<file path="src/rtl/tscrf_pkg.sv">
`timescale 1ns / 1ps
package tscrf_pkg;

   localparam int MAX_COLUMNS  = 128;
   localparam int MAX_ROWS     = 64;
   localparam int COL_W        = 7;
   localparam int ROW_W        = 6;
   localparam int COLS_W       = 8;
   localparam int ROWS_W       = 7;
   localparam int ADDR_W       = COL_W + ROW_W;
   localparam int SHADOW_DEPTH = MAX_COLUMNS * MAX_ROWS;
   localparam int CELL_W       = 16;
   localparam int CSR_INDEX_W  = 1;
   localparam int CSR_DATA_W   = 8;
   localparam int QUEUE_DEPTH  = 2;
   localparam int QPTR_W       = 1;
   localparam int QCNT_W       = 2;

   localparam logic [7:0]        SPACE_CODE = 8'h20;
   localparam logic [COLS_W-1:0] COLS_RESET = 8'd80;
   localparam logic [ROWS_W-1:0] ROWS_RESET = 7'd25;

   typedef enum logic [CSR_INDEX_W-1:0] {
      CSR_COLUMNS = 1'b0,
      CSR_ROWS    = 1'b1
   } csr_index_type;

   typedef struct packed {
      logic [7:0] char_code;
      logic [7:0] attr_code;
      logic       frame_start;
      logic       force_redraw;
   } req_type;

   typedef struct packed {
      logic [COL_W-1:0] out_column;
      logic [ROW_W-1:0] out_row;
      logic [7:0]       shown_char;
      logic [7:0]       run_attr;
      logic             run_last;
   } rsp_type;

   typedef struct packed {
      logic [COL_W-1:0] column;
      logic [ROW_W-1:0] row;
      logic [7:0]       shown_char;
      logic [7:0]       attr;
   } cell_type;

   // classified cell handed from the front to the back
   typedef struct packed {
      logic     emit;
      logic     row_end;
      logic     frame_start;
      cell_type info;
   } entry_type;

   function automatic logic [7:0] shown_char_of(input logic [7:0] ch);
      return (ch == 8'h00) ? SPACE_CODE : ch;
   endfunction

endpackage

</file>
<file path="src/rtl/tscrf_queue.sv">
`timescale 1ns / 1ps
module tscrf_queue (
   input  logic                 clock,
   input  logic                 reset,
   input  logic                 push,
   input  tscrf_pkg::entry_type push_data,
   output logic                 full,
   input  logic                 pop,
   output logic                 not_empty,
   output tscrf_pkg::entry_type head
);

   tscrf_pkg::entry_type               entries_ff [tscrf_pkg::QUEUE_DEPTH];
   logic [tscrf_pkg::QPTR_W-1:0]       wr_ptr_ff, wr_ptr_in;
   logic [tscrf_pkg::QPTR_W-1:0]       rd_ptr_ff, rd_ptr_in;
   logic [tscrf_pkg::QCNT_W-1:0]       count_ff, count_in;

   assign full      = (count_ff == tscrf_pkg::QCNT_W'(tscrf_pkg::QUEUE_DEPTH));
   assign not_empty = (count_ff != '0);
   assign head      = entries_ff[rd_ptr_ff];

   always_comb begin
      wr_ptr_in = push ? wr_ptr_ff + 1'b1 : wr_ptr_ff;
      rd_ptr_in = pop ? rd_ptr_ff + 1'b1 : rd_ptr_ff;
      count_in  = count_ff;
      if (push && !pop) begin
         count_in = count_ff + 1'b1;
      end else if (pop && !push) begin
         count_in = count_ff - 1'b1;
      end
   end

   always_ff @(posedge clock) begin
      if (reset) begin
         wr_ptr_ff <= '0;
         rd_ptr_ff <= '0;
         count_ff  <= '0;
      end else begin
         wr_ptr_ff <= wr_ptr_in;
         rd_ptr_ff <= rd_ptr_in;
         count_ff  <= count_in;
      end
   end

   always_ff @(posedge clock) begin
      if (push) begin
         entries_ff[wr_ptr_ff] <= push_data;
      end
   end

endmodule

</file>
<file path="config.mk">
export PLATFORM = sky130hd
export DESIGN_NAME = tscrf_queue
export DESIGN_NICKNAME = d
export VERILOG_FILES = /design/src/rtl/tscrf_pkg.sv /design/src/rtl/tscrf_queue.sv
export SDC_FILE = /design/constraint.sdc
export NUM_CORES = 1
export LEC_CHECK = 0
export ABC_AREA = 1
export BUFFER_PORTS_ARGS = -buffer_cell sky130_fd_sc_hd__clkbuf_2
export CAP_MARGIN = 20
export CORE_ASPECT_RATIO = 2
export CORE_MARGIN = 2
export CORE_UTILIZATION = 30
export DETAILED_ROUTE_END_ITERATION = 8
export SYNTH_ARGS = -nofsm -noshare
export SYNTH_HDL_FRONTEND = slang
export SYNTH_SLANG_ARGS = --single-unit
</file>
<file path="constraint.sdc">
create_clock -name clock -period 2.71 [get_ports clock]
set_clock_uncertainty 0.2 [all_clocks]
set_input_delay 0.542 -clock clock [delete_from_list [all_inputs] [get_ports clock]]
set_output_delay 0.542 -clock clock [all_outputs]
set_load 0.05 [all_outputs]
</file>
==> flow_summary.toml <==
[synth]
ys_ff_latch = 69
avgSynthCellArea_um2 = 20.24
seq_area_frac_synth = 0.7509
ys_warn_count = 0
synth_nets = 170
synth_cells = 133
syn_area_um2 = 2693
ys_types = 16

[sta]
maxSlewViolCount = 0
hold_viol = 0
worstMarginPinSlew_ps = 305.3
tns_ps = 0
clock.fmax_mhz = 438.7
finalCritPeriodShare = 0.8412
fin_crit_ps = 2280
rsz0062_at_grt = "no"
setup_violations = 0
slew-limit-headroom = 0.7965

[cts]
clk_latency_ps = 320
tritoncts = "done"
cts_max_level = 3
clockBufferDepth = 2
cts_buffers = 9
hold_buffers = 0
cts.sinks = 69
path_clk_slew_ps = 50
root_buffer = "clkbuf_16"
post_cts_buffers = 0
cts_resized = 0

[routing]
wl_met1_um = 1383
drt_wl_total_um = 4452
num_vias = 1374
firstDrtPassIters = 4
ant_nets = 0
dr_wl_met3_um = 235
top_layer_used = "met4"
wl_per_cell_um = 13.91
drtIter0Drc = 46
dr_wl_met2_um = 2705
via_per_inst = 4.294
drc = 0

[grt]
grt_pass1_wl_um = 6851
track_usage = 0.09780
antenna_found_initial = 0
grt_pass1_vias = 1449
grt_max_degree = 18
overflow = 0

[layout]
area_growth_pct = 27.28
drive_gt1_frac = 0.5455
antennaDiodeCount = 0
final_nets = 252

[setup_path]
arrival_ps = 1540
cp-end-kind = "output pin"
required_ps = 1970
cp_max_fo = 16
start_kind = "flop"
r2r_start = "wr_ptr_ff$_SDFFE_PP0P_"
crit_type = "reg -> out"

[power_and_ir_drop]
pwr-share-seq = 0.448
p_int_mw = 2.073
powerDensity_nw_per_um2 = 812.2
p_leak_nw = 1.417
combinationalPowerShare = 0.162
clock_power_share = 0.390
p_sw_uw = 710.3
irDropWorstVdd_uv = 473.2
p_sw_frac = 0.2552
power.total_mw = 2.783

[floorplanning]
io_pins = 70
initial_utilization = 0.3113
dieArea_um2 = 9795
num_rows = 48
die_width_um = 70.99
core_um2 = 8648
fp.dieH_um = 138.0

[placement]
place_hpwl_um = 3255
numPortBuffers = 69
gp_congestion = 0.6428

[hold_path]
hp-class = "in -> reg"
min_from = "push_data[5]"

[status]
status = "complete, no violations"

[run]
maxCapViolCount = 0
==> cell usage in the layout (no fill, tap or decap), types with 2 or more instances in the layout <==
cell / n
clkbuf_2: 69
clkbuf_16: 9
mux2_4: 30
buf_4: 6
nor2_1: 5
nand2_1: 6
dfxtp_1: 4
edfxtp_1: 64
clkinv_1: 5
inv_1: 9
mux2_2: 2
==> power groups by stage <==
| stage | Combinational [mW] | Clock (mW) | Sequential [mW] |
|---|---|---|---|
| floorplan | 0.370 | 0 | 1.27 |
| global placement | 0.456 | 0 | 1.27 |
| detailed placement | 0.458 | 0 | 1.27 |
| CTS | 0.460 | 1.11 | 1.25 |
| global route | 0.478 | 1.16 | 1.25 |
| finish | 0.451 | 1.08 | 1.25 |
==> synth_stat cells, drive strengths merged <==
| cell | count | area share |
|---|---|---|
| buf | 4 | 0.026 |
| nor2 | 6 | 0.0084 |
| mux2 | 32 | 0.18 |
| nand3 | 1 | 0.0019 |
| a21oi | 1 | 0.0019 |
| inv | 9 | 0.013 |
| o21ai | 1 | 0.0019 |
| ha | 1 | 0.0046 |
| edfxtp | 64 | 0.71 |
| dfxtp | 5 | 0.037 |
| nand4 | 1 | 0.0023 |
| nand2 | 6 | 0.0084 |
| xnor2 | 1 | 0.0033 |
| nor3 | 1 | 0.0019 |
==> registers in the layout (all words and copies together) (netlist names), named ones only <==
register,cells
entries_ff,64
count_ff,2
rd_ptr_ff,1
wr_ptr_ff,1
==> per-stage QoR <==
stage	hold slack (ps)	utilization	std cells	cell area [µm²]	setup slack (ps)
2_1_floorplan	279.9	-	133	2693	157.1
4_1_cts	190.4	0.3963	320	3427	388.7
3_3_place_gp	300.1	0.3637	304	3146	760.9
3_5_place_dp	315.7	0.3637	304	3146	756.2
6_report	206.1	0.3963	320	3427	430.3
5_1_grt	191.9	0.3963	320	3427	356.6
==> cell type report <==
cell class	count	area [µm²]
fillers	836	5221
repair buffers	75	390.4
inverters	9	33.78
multi-input cells	51	573.1
flip-flops and latches	69	2023
clock buffers	9	225.2
clock inverters	7	56.30
well taps	100	125.1
==> metal layers <==
metal,vias up,global-route usage
li1,660,-
met4,0,0.06918
met3,11,0.03270
met5,-,0
met1,659,0.08404
met2,44,0.1828
==> cells by family after synthesis <==
| logic type | Yosys count | share of synthesized area |
|---|---|---|
| buffers and inverters | 13 | 0.03903 |
| and+or+nand+nor | 15 | 0.02277 |
| muxes | 32 | 0.1756 |
| xor gates and xnor gates | 1 | 0.003253 |
| DFF | 69 | 0.7509 |
| adders and majority gates | 1 | 0.004646 |
| AOI/OAI and AO/OA | 2 | 0.003714 |
==> critical path, stage by stage, from the launching register on <==
cell,delay [ps]
dfxtp_2,320
buf_4,280
mux2_2,380
clkbuf_2,230
==> path summary, 6_finish.rpt <==
kind	endpoint	cells after the start	slack, ps
worst max register to register	entries_ff[1][16]$_DFFE_PP_	3	1430
worst min register to register	rd_ptr_ff$_SDFFE_PP0P_	2	320
worst max-delay path	head[11]	3	430
worst min-delay path	entries_ff[1][5]$_DFFE_PP_	1	210
No activity file was read; power rests on OpenSTA's default activity.
