## src/rtl/tscrf_pkg.sv

```systemverilog
`timescale 1ns / 1ps
package tscrf_pkg;

   localparam int MAX_COLUMNS  = 128;
   localparam int MAX_ROWS     = 64;
   localparam int COL_W        = 7;
   localparam int ROW_W        = 6;
   localparam int COLS_W       = 8;
   localparam int ROWS_W       = 7;
   localparam int ADDR_W       = COL_W + ROW_W;
   localparam int SHADOW_DEPTH = MAX_COLUMNS * MAX_ROWS;
   localparam int CELL_W       = 16;
   localparam int CSR_INDEX_W  = 1;
   localparam int CSR_DATA_W   = 8;
   localparam int QUEUE_DEPTH  = 2;
   localparam int QPTR_W       = 1;
   localparam int QCNT_W       = 2;

   localparam logic [7:0]        SPACE_CODE = 8'h20;
   localparam logic [COLS_W-1:0] COLS_RESET = 8'd80;
   localparam logic [ROWS_W-1:0] ROWS_RESET = 7'd25;

   typedef enum logic [CSR_INDEX_W-1:0] {
      CSR_COLUMNS = 1'b0,
      CSR_ROWS    = 1'b1
   } csr_index_type;

   typedef struct packed {
      logic [7:0] char_code;
      logic [7:0] attr_code;
      logic       frame_start;
      logic       force_redraw;
   } req_type;

   typedef struct packed {
      logic [COL_W-1:0] out_column;
      logic [ROW_W-1:0] out_row;
      logic [7:0]       shown_char;
      logic [7:0]       run_attr;
      logic             run_last;
   } rsp_type;

   typedef struct packed {
      logic [COL_W-1:0] column;
      logic [ROW_W-1:0] row;
      logic [7:0]       shown_char;
      logic [7:0]       attr;
   } cell_type;

   // classified cell handed from the front to the back
   typedef struct packed {
      logic     emit;
      logic     row_end;
      logic     frame_start;
      cell_type info;
   } entry_type;

   function automatic logic [7:0] shown_char_of(input logic [7:0] ch);
      return (ch == 8'h00) ? SPACE_CODE : ch;
   endfunction

endpackage

```

## src/rtl/tscrf_back.sv

```systemverilog
`timescale 1ns / 1ps
module tscrf_back (
   input  logic                 clock,
   input  logic                 reset,
   input  logic                 clear_start,
   input  logic                 q_valid,
   input  tscrf_pkg::entry_type q_head,
   output logic                 q_pop,
   output logic                 rsp_valid,
   input  logic                 rsp_ready,
   output tscrf_pkg::rsp_type   rsp_data
);

   logic                 pend_valid_ff, pend_valid_in;
   tscrf_pkg::cell_type  pend_ff, pend_in;
   logic                 rsp_valid_ff, rsp_valid_in;
   tscrf_pkg::rsp_type   rsp_data_ff, rsp_data_in;
   logic                 slot_free;
   logic                 out_load;

   assign slot_free = !rsp_valid_ff || rsp_ready;

   always_comb begin
      q_pop         = 1'b0;
      out_load      = 1'b0;
      rsp_data_in   = rsp_data_ff;
      pend_valid_in = pend_valid_ff;
      pend_in       = pend_ff;
      if (q_valid) begin
         if (pend_valid_ff) begin
            if (slot_free) begin
               // release the held cell; its run ends unless this cell continues it
               out_load               = 1'b1;
               rsp_data_in.out_column = pend_ff.column;
               rsp_data_in.out_row    = pend_ff.row;
               rsp_data_in.shown_char = pend_ff.shown_char;
               rsp_data_in.run_attr   = pend_ff.attr;
               rsp_data_in.run_last   = !q_head.emit || (pend_ff.attr != q_head.info.attr)
                                        || q_head.frame_start;
               pend_valid_in          = 1'b0;
               if (q_head.emit && !q_head.row_end) begin
                  pend_valid_in = 1'b1;
                  pend_in       = q_head.info;
                  q_pop         = 1'b1;
               end else if (!q_head.emit) begin
                  q_pop = 1'b1;
               end
               // a row-end cell stays at the head and goes out on its own once the response slot is free
            end
         end else if (q_head.emit && q_head.row_end) begin
            if (slot_free) begin
               out_load               = 1'b1;
               rsp_data_in.out_column = q_head.info.column;
               rsp_data_in.out_row    = q_head.info.row;
               rsp_data_in.shown_char = q_head.info.shown_char;
               rsp_data_in.run_attr   = q_head.info.attr;
               rsp_data_in.run_last   = 1'b1;
               q_pop                  = 1'b1;
            end
         end else if (q_head.emit) begin
            pend_valid_in = 1'b1;
            pend_in       = q_head.info;
            q_pop         = 1'b1;
         end else begin
            q_pop = 1'b1;
         end
      end
      if (out_load) begin
         rsp_valid_in = 1'b1;
      end else if (rsp_ready) begin
         rsp_valid_in = 1'b0;
      end else begin
         rsp_valid_in = rsp_valid_ff;
      end
      // drop the held cell on a screen size change
      if (clear_start) begin
         pend_valid_in = 1'b0;
      end
   end

   always_ff @(posedge clock) begin
      if (reset) begin
         pend_valid_ff <= 1'b0;
         rsp_valid_ff  <= 1'b0;
      end else begin
         pend_valid_ff <= pend_valid_in;
         rsp_valid_ff  <= rsp_valid_in;
      end
   end

   always_ff @(posedge clock) begin
      pend_ff     <= pend_in;
      rsp_data_ff <= rsp_data_in;
   end

   assign rsp_valid = rsp_valid_ff;
   assign rsp_data  = rsp_data_ff;

endmodule

```

## config.mk

```make
export PLATFORM = sky130hd
export DESIGN_NAME = tscrf_back
export DESIGN_NICKNAME = d
export VERILOG_FILES = /design/src/rtl/tscrf_pkg.sv /design/src/rtl/tscrf_back.sv
export SDC_FILE = /design/constraint.sdc
export NUM_CORES = 1
export LEC_CHECK = 0
export ABC_CLOCK_PERIOD_IN_PS = 3700
export BUFFER_PORTS_ARGS = -buffer_cell sky130_fd_sc_hd__buf_2
export CAP_MARGIN = 20
export CORE_AREA = 2 2 93 117
export CTS_BUF_LIST = sky130_fd_sc_hd__clkbuf_4 sky130_fd_sc_hd__clkbuf_8
export DETAILED_ROUTE_END_ITERATION = 8
export DIE_AREA = 0 0 95 119
export PLACE_DENSITY = 0.39
export SETUP_SLACK_MARGIN = 0.4
export SLEW_MARGIN = 25
export SYNTH_ARGS = -nofsm -noshare
export SYNTH_HDL_FRONTEND = slang
export SYNTH_SLANG_ARGS = --single-unit
```

## constraint.sdc

```tcl
create_clock -name clock -period 3.7 [get_ports clock]
set_clock_uncertainty 0.1 [all_clocks]
set_input_delay 0.74 -clock clock [delete_from_list [all_inputs] [get_ports clock]]
set_output_delay 0.74 -clock clock [all_outputs]
set_load 0.05 [all_outputs]
```

==> results of run 1 <==
## per-layer routing
| metal | track usage | part of all wire | wire, µm | vias to the layer above |
|---|---|---|---|---|
| li1 | - | - | - | 610 |
| met1 | 0.1079 | 0.42 | 2027 | 620 |
| met2 | 0.1356 | 0.49 | 2335 | 39 |
| met3 | 0.03289 | 0.055 | 265 | 13 |
| met4 | 0.06159 | 0.032 | 153 | 0 |
| met5 | 0 | 0 | 0 | - |
## flip-flops by register name, indices dropped and copies added (netlist names)
signal,flops
pend_valid_ff,1
rsp_valid,1
rsp_data,30
pend_ff,29
## final cells by class
| type | count | area, µm² |
|---|---|---|
| clock buffer | 10 | 131.4 |
| clock inverter | 4 | 41.29 |
| fill | 1029 | 7196 |
| inverter | 2 | 7.507 |
| multi-input combinational | 53 | 623.1 |
| sequential | 61 | 1813 |
| tap | 132 | 165.2 |
| timing repair buffer | 70 | 375.4 |
## power by group
part	switching (W)	internal, W
sequential	0.00000991	0.000791
clock	0.000243	0.000304
combinational	0.0000842	0.0000559
total	0.000337	0.00115
## synthesized netlist by cell type (all sizes together)
master,instances,area (µm²)
a211oi,1,12.51
and2,1,8.760
nand3,1,5.000
xor2,8,70.07
a21oi,2,10.01
nor3,2,15.01
nor2,2,7.510
dfxtp,2,40.04
nand3b,1,7.510
nand2,1,3.750
nor4,1,6.260
nor2b,1,8.760
maj3,1,11.26
buf,4,61.31
o21ai,2,13.76
edfxtp,59,1772
mux2,29,424.2
inv,2,7.510
## kinds of logic (layout without fill, tap and decap cells)
kind of cell               Yosys count  after routing
xor gates and xnor gates             8              8
adders and majority gates            1              1
muxes                               29             29
AOI/OAI and AO/OA                    5              5
buffers and inverters                6             86
DFF                                 61             61
and+or+nand+nor                     10             10
## placed cells by master, fill, tap and decap left out
cell        n
nand3_1     1
nor3_2      1
clkbuf_8    9
o21ai_2     1
nor4_1      1
mux2_2      3
o21ai_1     1
bufinv_16   1
dfxtp_2     1
buf_16      1
a21oi_1     1
nor2_4      1
buf_4       1
buf_2      68
nand2_1     1
nor2_1      1
a211oi_2    1
mux2_4     26
nand3b_1    1
xor2_1      8
inv_1       2
nor3_1      1
clkbuf_4    1
edfxtp_1   59
clkinv_1    3
a21oi_4     1
maj3_2      1
dfxtp_1     1
and2_4      1
nor2b_2     1
## stage by stage
stage	utilization	std cells	worst slack, ps	total power (W)	instance area [µm²]
after floorplan	-	120	800.3	0.0009074	2485
after global placement	0.2856	317	1190	0.0009559	2957
after detailed placement	0.2856	317	1179	0.0009568	2957
after CTS	0.3023	331	1177	0.001511	3129
after global routing	0.3049	332	1119	0.001551	3157
final	0.3049	332	1185	0.001488	3157
## how the worst min path moves through the flow
stage | startpoint | end | slack (ps)
6_report | pend_ff[14]$_DFFE_PP_ | rsp_data[15]$_DFFE_PP_ | 450
5_1_grt | pend_ff[17]$_DFFE_PP_ | rsp_data[18]$_DFFE_PP_ | 460
4_1_cts | clear_start | pend_valid_ff$_SDFFE_PP0P_ | 450
3_5_place_dp | pend_ff[23]$_DFFE_PP_ | rsp_data[24]$_DFFE_PP_ | 430
3_3_place_gp | pend_ff[25]$_DFFE_PP_ | rsp_data[26]$_DFFE_PP_ | 430
2_1_floorplan | pend_ff[19]$_DFFE_PP_ | rsp_data[20]$_DFFE_PP_ | 420
## worst reg2reg max path, stage by stage, from the launching register on
cell     delay [ps]
dfxtp_2         700
o21ai_1         230
nor2_4          710
==> qor.yml, run 1 <==
hold_path:
  holdCritPathClass: "flop to flop"
  holdPathStages: 1
global_routing:
  grt_first_pass_wirelength_mm: 7.231
  antenna_found_initial: 0
  grt_overflow: 0
  grt_max_degree: 31
  track_usage: 0.09092
  grt_pass1_vias: 1303
synth:
  synth_xor_xnor_area_share: 0.02820
  synthAdderAreaFrac: 0.004532
  seq_area_frac_synth: 0.7291
  muxShareOfSynthArea: 0.1707
  synth_compound_area_frac: 0.01460
  ys_seq_elements: 61
  synth_area_um2: 2485
  synth.avg_cell_area_um2: 20.71
  yosys.area_share.simple: 0.02518
  synth_top_family_by_area: "multiplexers"
  synth_nets: 157
  synth_cell_types: 23
  synth_warnings: 0
  synthCells: 120
drt:
  drc: 0
  antenna_left: 0
  drt-total-wl_mm: 4.782
  wl_per_cell_um: 14.40
  vias: 1282
  via_per_inst: 3.861
  drt-initial-drc-count: 34
  dr.pass1.iters: 4
setup_path:
  crit_buf_inv: 2
  critPathLaunchType: "input port"
  worstPathCellList: "buf_2 > and2_4 > maj3_2 > nor2_1 > buf_2"
  worstReg2RegEnd: "rsp_data[18]$_DFFE_PP_"
  cp_max_fo: 3
  cp-end-kind: "output pin"
  r2r_slack_ps: 1560
  reg2reg_depth: 2
  cpPeakStageDelay_ps: 300
  r2r_start: "pend_valid_ff$_SDFFE_PP0P_"
  worstSetupEndpoint: "q_pop"
  path_delay_family: "buffers and inverters"
  cpMaxStageDelayCell: "maj3_2"
  crit_required_ps: 2860
  crit_arrival_ps: 1680
  critical_path_depth: 5
  cpMostUsedCell: "buf_2"
  crit_start: "q_head[31]"
  crit_type: "input port to output pin"
clocking:
  postCtsSetupBuffers: 0
  postCtsHoldBufs: 0
  cts_root_buf: "clkbuf_8"
  cts_repair_resize_count: 0
  cts_num_sinks: 61
  cts_buffer_depth: 2
  path_clk_slew_ps: 60
  numCtsBuffers: 9
  cts_tree: "done"
  clock_latency_ps: 330
  h-tree-depth: 3
finish:
  nNetsFinal: 234
  antenna_cells: 0
  drive_above_1_share: 0.5950
  syn_to_final_growth_pct: 27.04
timing:
  tightestPinTransition_ps: 877.7
  rsz0062_at_grt: "false"
  fin_setup_tns_ps: 0
  min_period_ps: 2515
  max_freq_ghz: 0.3976
  slew_violations: 0
  holdWs_ps: 447.9
  hold_violations: 0
  period_share: 0.6798
  setup_violations: 0
  maxSlewHeadroom: 0.4135
placed_design:
  gp_congestion: 0.6148
  hpwl_mm: 3.277
  io_buffers: 68
die:
  die_area_um2: 11310
  die_h_um: 119
  start_util: 0.2400
  dieWidth_um: 95
  core_um2: 10350
  rows: 42
  ios: 69
pwr:
  p_leak_nw: 1.193
  peakVddDrop_mv: 0.1311
  p_per_area_nw_per_um2: 471.2
outcome:
  status: "finished clean"
job:
  cap_violations: 0
Note: power is estimated with default switching activity, not from simulation.
==> run 2: changes to the inputs <==
--- a/config.mk
+++ b/config.mk
@@ -5,14 +5,14 @@
 export SDC_FILE = /design/constraint.sdc
 export NUM_CORES = 1
 export LEC_CHECK = 0
-export ABC_CLOCK_PERIOD_IN_PS = 3700
+export ABC_CLOCK_PERIOD_IN_PS = 2300
 export BUFFER_PORTS_ARGS = -buffer_cell sky130_fd_sc_hd__buf_2
 export CAP_MARGIN = 20
 export CORE_AREA = 2 2 93 117
 export CTS_BUF_LIST = sky130_fd_sc_hd__clkbuf_4 sky130_fd_sc_hd__clkbuf_8
 export DETAILED_ROUTE_END_ITERATION = 8
 export DIE_AREA = 0 0 95 119
-export PLACE_DENSITY = 0.39
+export PLACE_DENSITY = 0.41
 export SETUP_SLACK_MARGIN = 0.4
 export SLEW_MARGIN = 25
 export SYNTH_ARGS = -nofsm -noshare
==> constraint.sdc (replaced) <==
create_clock -name clock -period 2.3 [get_ports clock]
set_clock_uncertainty 0.1 [all_clocks]
set_input_delay 0.46 -clock clock [delete_from_list [all_inputs] [get_ports clock]]
set_output_delay 0.46 -clock clock [all_outputs]
set_load 0.05 [all_outputs]
==> qor.yml, run 2 (synthesis gave the netlist of run 1 again) <==
outcome:
  status: "finished clean"
global_routing:
  track_usage: 0.09099  # about the same
  grt_pass1_vias: 1403  # +7.7%
  grt_first_pass_wirelength_mm: 7.300  # +0.95%
  grt_max_degree: 33  # +6.5%
  antenna_found_initial: 0  # unchanged
  grt_overflow: 0  # unchanged
die:
  dieWidth_um: 95  # unchanged
  ios: 69  # unchanged
  core_um2: 10350  # unchanged
  die_area_um2: 11310  # unchanged
  die_h_um: 119  # unchanged
  start_util: 0.2400  # unchanged
  rows: 42  # unchanged
timing:
  slew_violations: 0  # unchanged
  rsz0062_at_grt: "true"
  setup_slack_ps: 408.3  # -776.3 ps
  hold_violations: 0  # unchanged
  period_share: 0.8225
  max_freq_ghz: 0.5286
  maxSlewHeadroom: 0.8123  # +0.3988
  tightestPinTransition_ps: 278.9  # -598.7 ps
  fin_setup_tns_ps: 0  # unchanged
  setup_violations: 0  # unchanged
  min_period_ps: 1892
clocking:
  path_clk_slew_ps: 70  # about the same
  cts_root_buf: "clkbuf_8"
  cts_num_sinks: 61  # unchanged
  numCtsBuffers: 9  # unchanged
  clock_latency_ps: 340  # about the same
  h-tree-depth: 3  # unchanged
  cts_buffer_depth: 2  # unchanged
  cts_tree: "done"
pwr:
  clockPowerShare: 0.351  # -0.017
  p_per_area_nw_per_um2: 730.6  # +55%
  sw_frac_of_total: 0.2317  # +0.005344
  p_int_w: 0.001798  # +56%
  comb_power_share: 0.100  # +0.006
  peakVddDrop_mv: 0.1889  # +44%
  p_leak_nw: 1.213  # +1.7%
  seqPwrFrac: 0.549  # +0.011
  power_switching_w: 0.0005422  # +61%
hold_path:
  holdPathStages: 2  # +1
  holdCritPathClass: "input port to flop"
finish:
  utilization: 0.3094  # +0.004472
  drive_above_1_share: 0.6176  # +0.02265
  nNetsFinal: 236  # +0.85%
  stdcell_count: 336  # +1.2%
  final_cell_mix: "buf_2, edfxtp_1, mux2_4"
  fill_cells: 1047  # +1.7%
  syn_to_final_growth_pct: 28.90
  final_common_cell: "buf_2"
  largest_register_ffs: 30  # unchanged
  antenna_cells: 0  # unchanged
setup_path:
  cp-end-kind: "output pin"
  critPathLaunchType: "flop"
  reg2reg_depth: 2  # unchanged
  crit_type: "flop to output pin"
  crit_arrival_ps: 1330  # -350 ps
  cp_max_fo: 2  # -1
  crit_required_ps: 1740  # -1120 ps
drt:
  drt-total-wl_mm: 4.702  # -1.7%
  wl_per_cell_um: 13.99  # -2.8%
  drc: 0  # unchanged
  drt-initial-drc-count: 37  # +8.8%
  via_per_inst: 3.917  # +1.4%
  vias: 1316  # +2.7%
  antenna_left: 0  # unchanged
  dr.pass1.iters: 2  # -2
placed_design:
  placed_cells: 319  # +0.63%
  hpwl_mm: 3.031  # -7.5%
  gp_congestion: 0.6729  # +9.5%
  place_ws_ps: 358.2  # -821.2 ps
  io_buffers: 68  # unchanged
job:
  cap_violations: 0  # unchanged
## run 2: cell count changes in the layout (fill, tap and decap cells not counted), sizes merged
| cell | delta |
|---|---|
| buf | +2 |
| clkbuf | +3 |
| bufinv | -1 |
## run 2: repair_timing
| item | CTS | global route |
|---|---|---|
| resized for setup | 2 | 1 |
| gates cloned | 0 | 0 |
| pin swaps | 1 | 1 |
| endpoints found under the hold margin | 0 | 0 |
| buffers inserted | 1 | 0 |
| hold buffers | 0 | 0 |
| endpoints found under the setup margin | 1 | 1 |
## run 2: metrics by stage
| stage | hold WS (ps) | instance area (µm²) | total power, W |
|---|---|---|---|
| global placement | 429.3 | 3022 | 0.001544 |
| global route | 157.1 | 3203 | 0.002453 |
| floorplan | 423.1 | 2516 | 0.001463 |
| CTS | 145.0 | 3202 | 0.002394 |
| detailed placement | 432.5 | 3022 | 0.001546 |
| finish | 172.1 | 3203 | 0.002340 |
## run 2: layout make-up
class                   instances  area (µm²)  share of cell area
repair buffers                 72       414.1              0.1293
flip-flops and latches         61        1814              0.5664
inverters                       2       7.507            0.002344
well taps                     132       165.2             0.05156
multi-input cells              53       635.6              0.1984
clock buffers                  13       153.9             0.04805
clock inverters                 3       12.51            0.003906
## run 2: power groups by stage
stage | registers, W | clock network, W | logic [W]
floorplan | 0.00137 | 0 | 0.0000904
global placement | 0.00131 | 0 | 0.000236
detailed placement | 0.00131 | 0 | 0.000238
CTS | 0.00128 | 0.000868 | 0.000241
finish | 0.00128 | 0.000821 | 0.000235
global route | 0.00129 | 0.000912 | 0.000253
## run 2: critical path, cell delays in order (launching register included)
cell and delay, ps:
dfxtp_2 320, nor2b_4 120, maj3_2 310, nor2_4 90, buf_6 160
## run 2: worst paths after layout
check / to / startpoint / slack, ps
setup / recovery: q_pop / rsp_valid$_SDFFE_PP0P_ / 410
hold / removal: pend_valid_ff$_SDFFE_PP0P_ / clear_start / 170
setup reg to reg: rsp_data[20]$_DFFE_PP_ / pend_valid_ff$_SDFFE_PP0P_ / 910
hold reg to reg: rsp_data[12]$_DFFE_PP_ / pend_ff[11]$_DFFE_PP_ / 440
## run 2: per-layer routing
metal  global-route usage  vias up  wire length (µm)
met2               0.1418       45              2425
met4              0.05163        0               111
li1                     -      617                 -
met1               0.1033      645              1893
met5                    0        -                 0
met3              0.03858        9               272
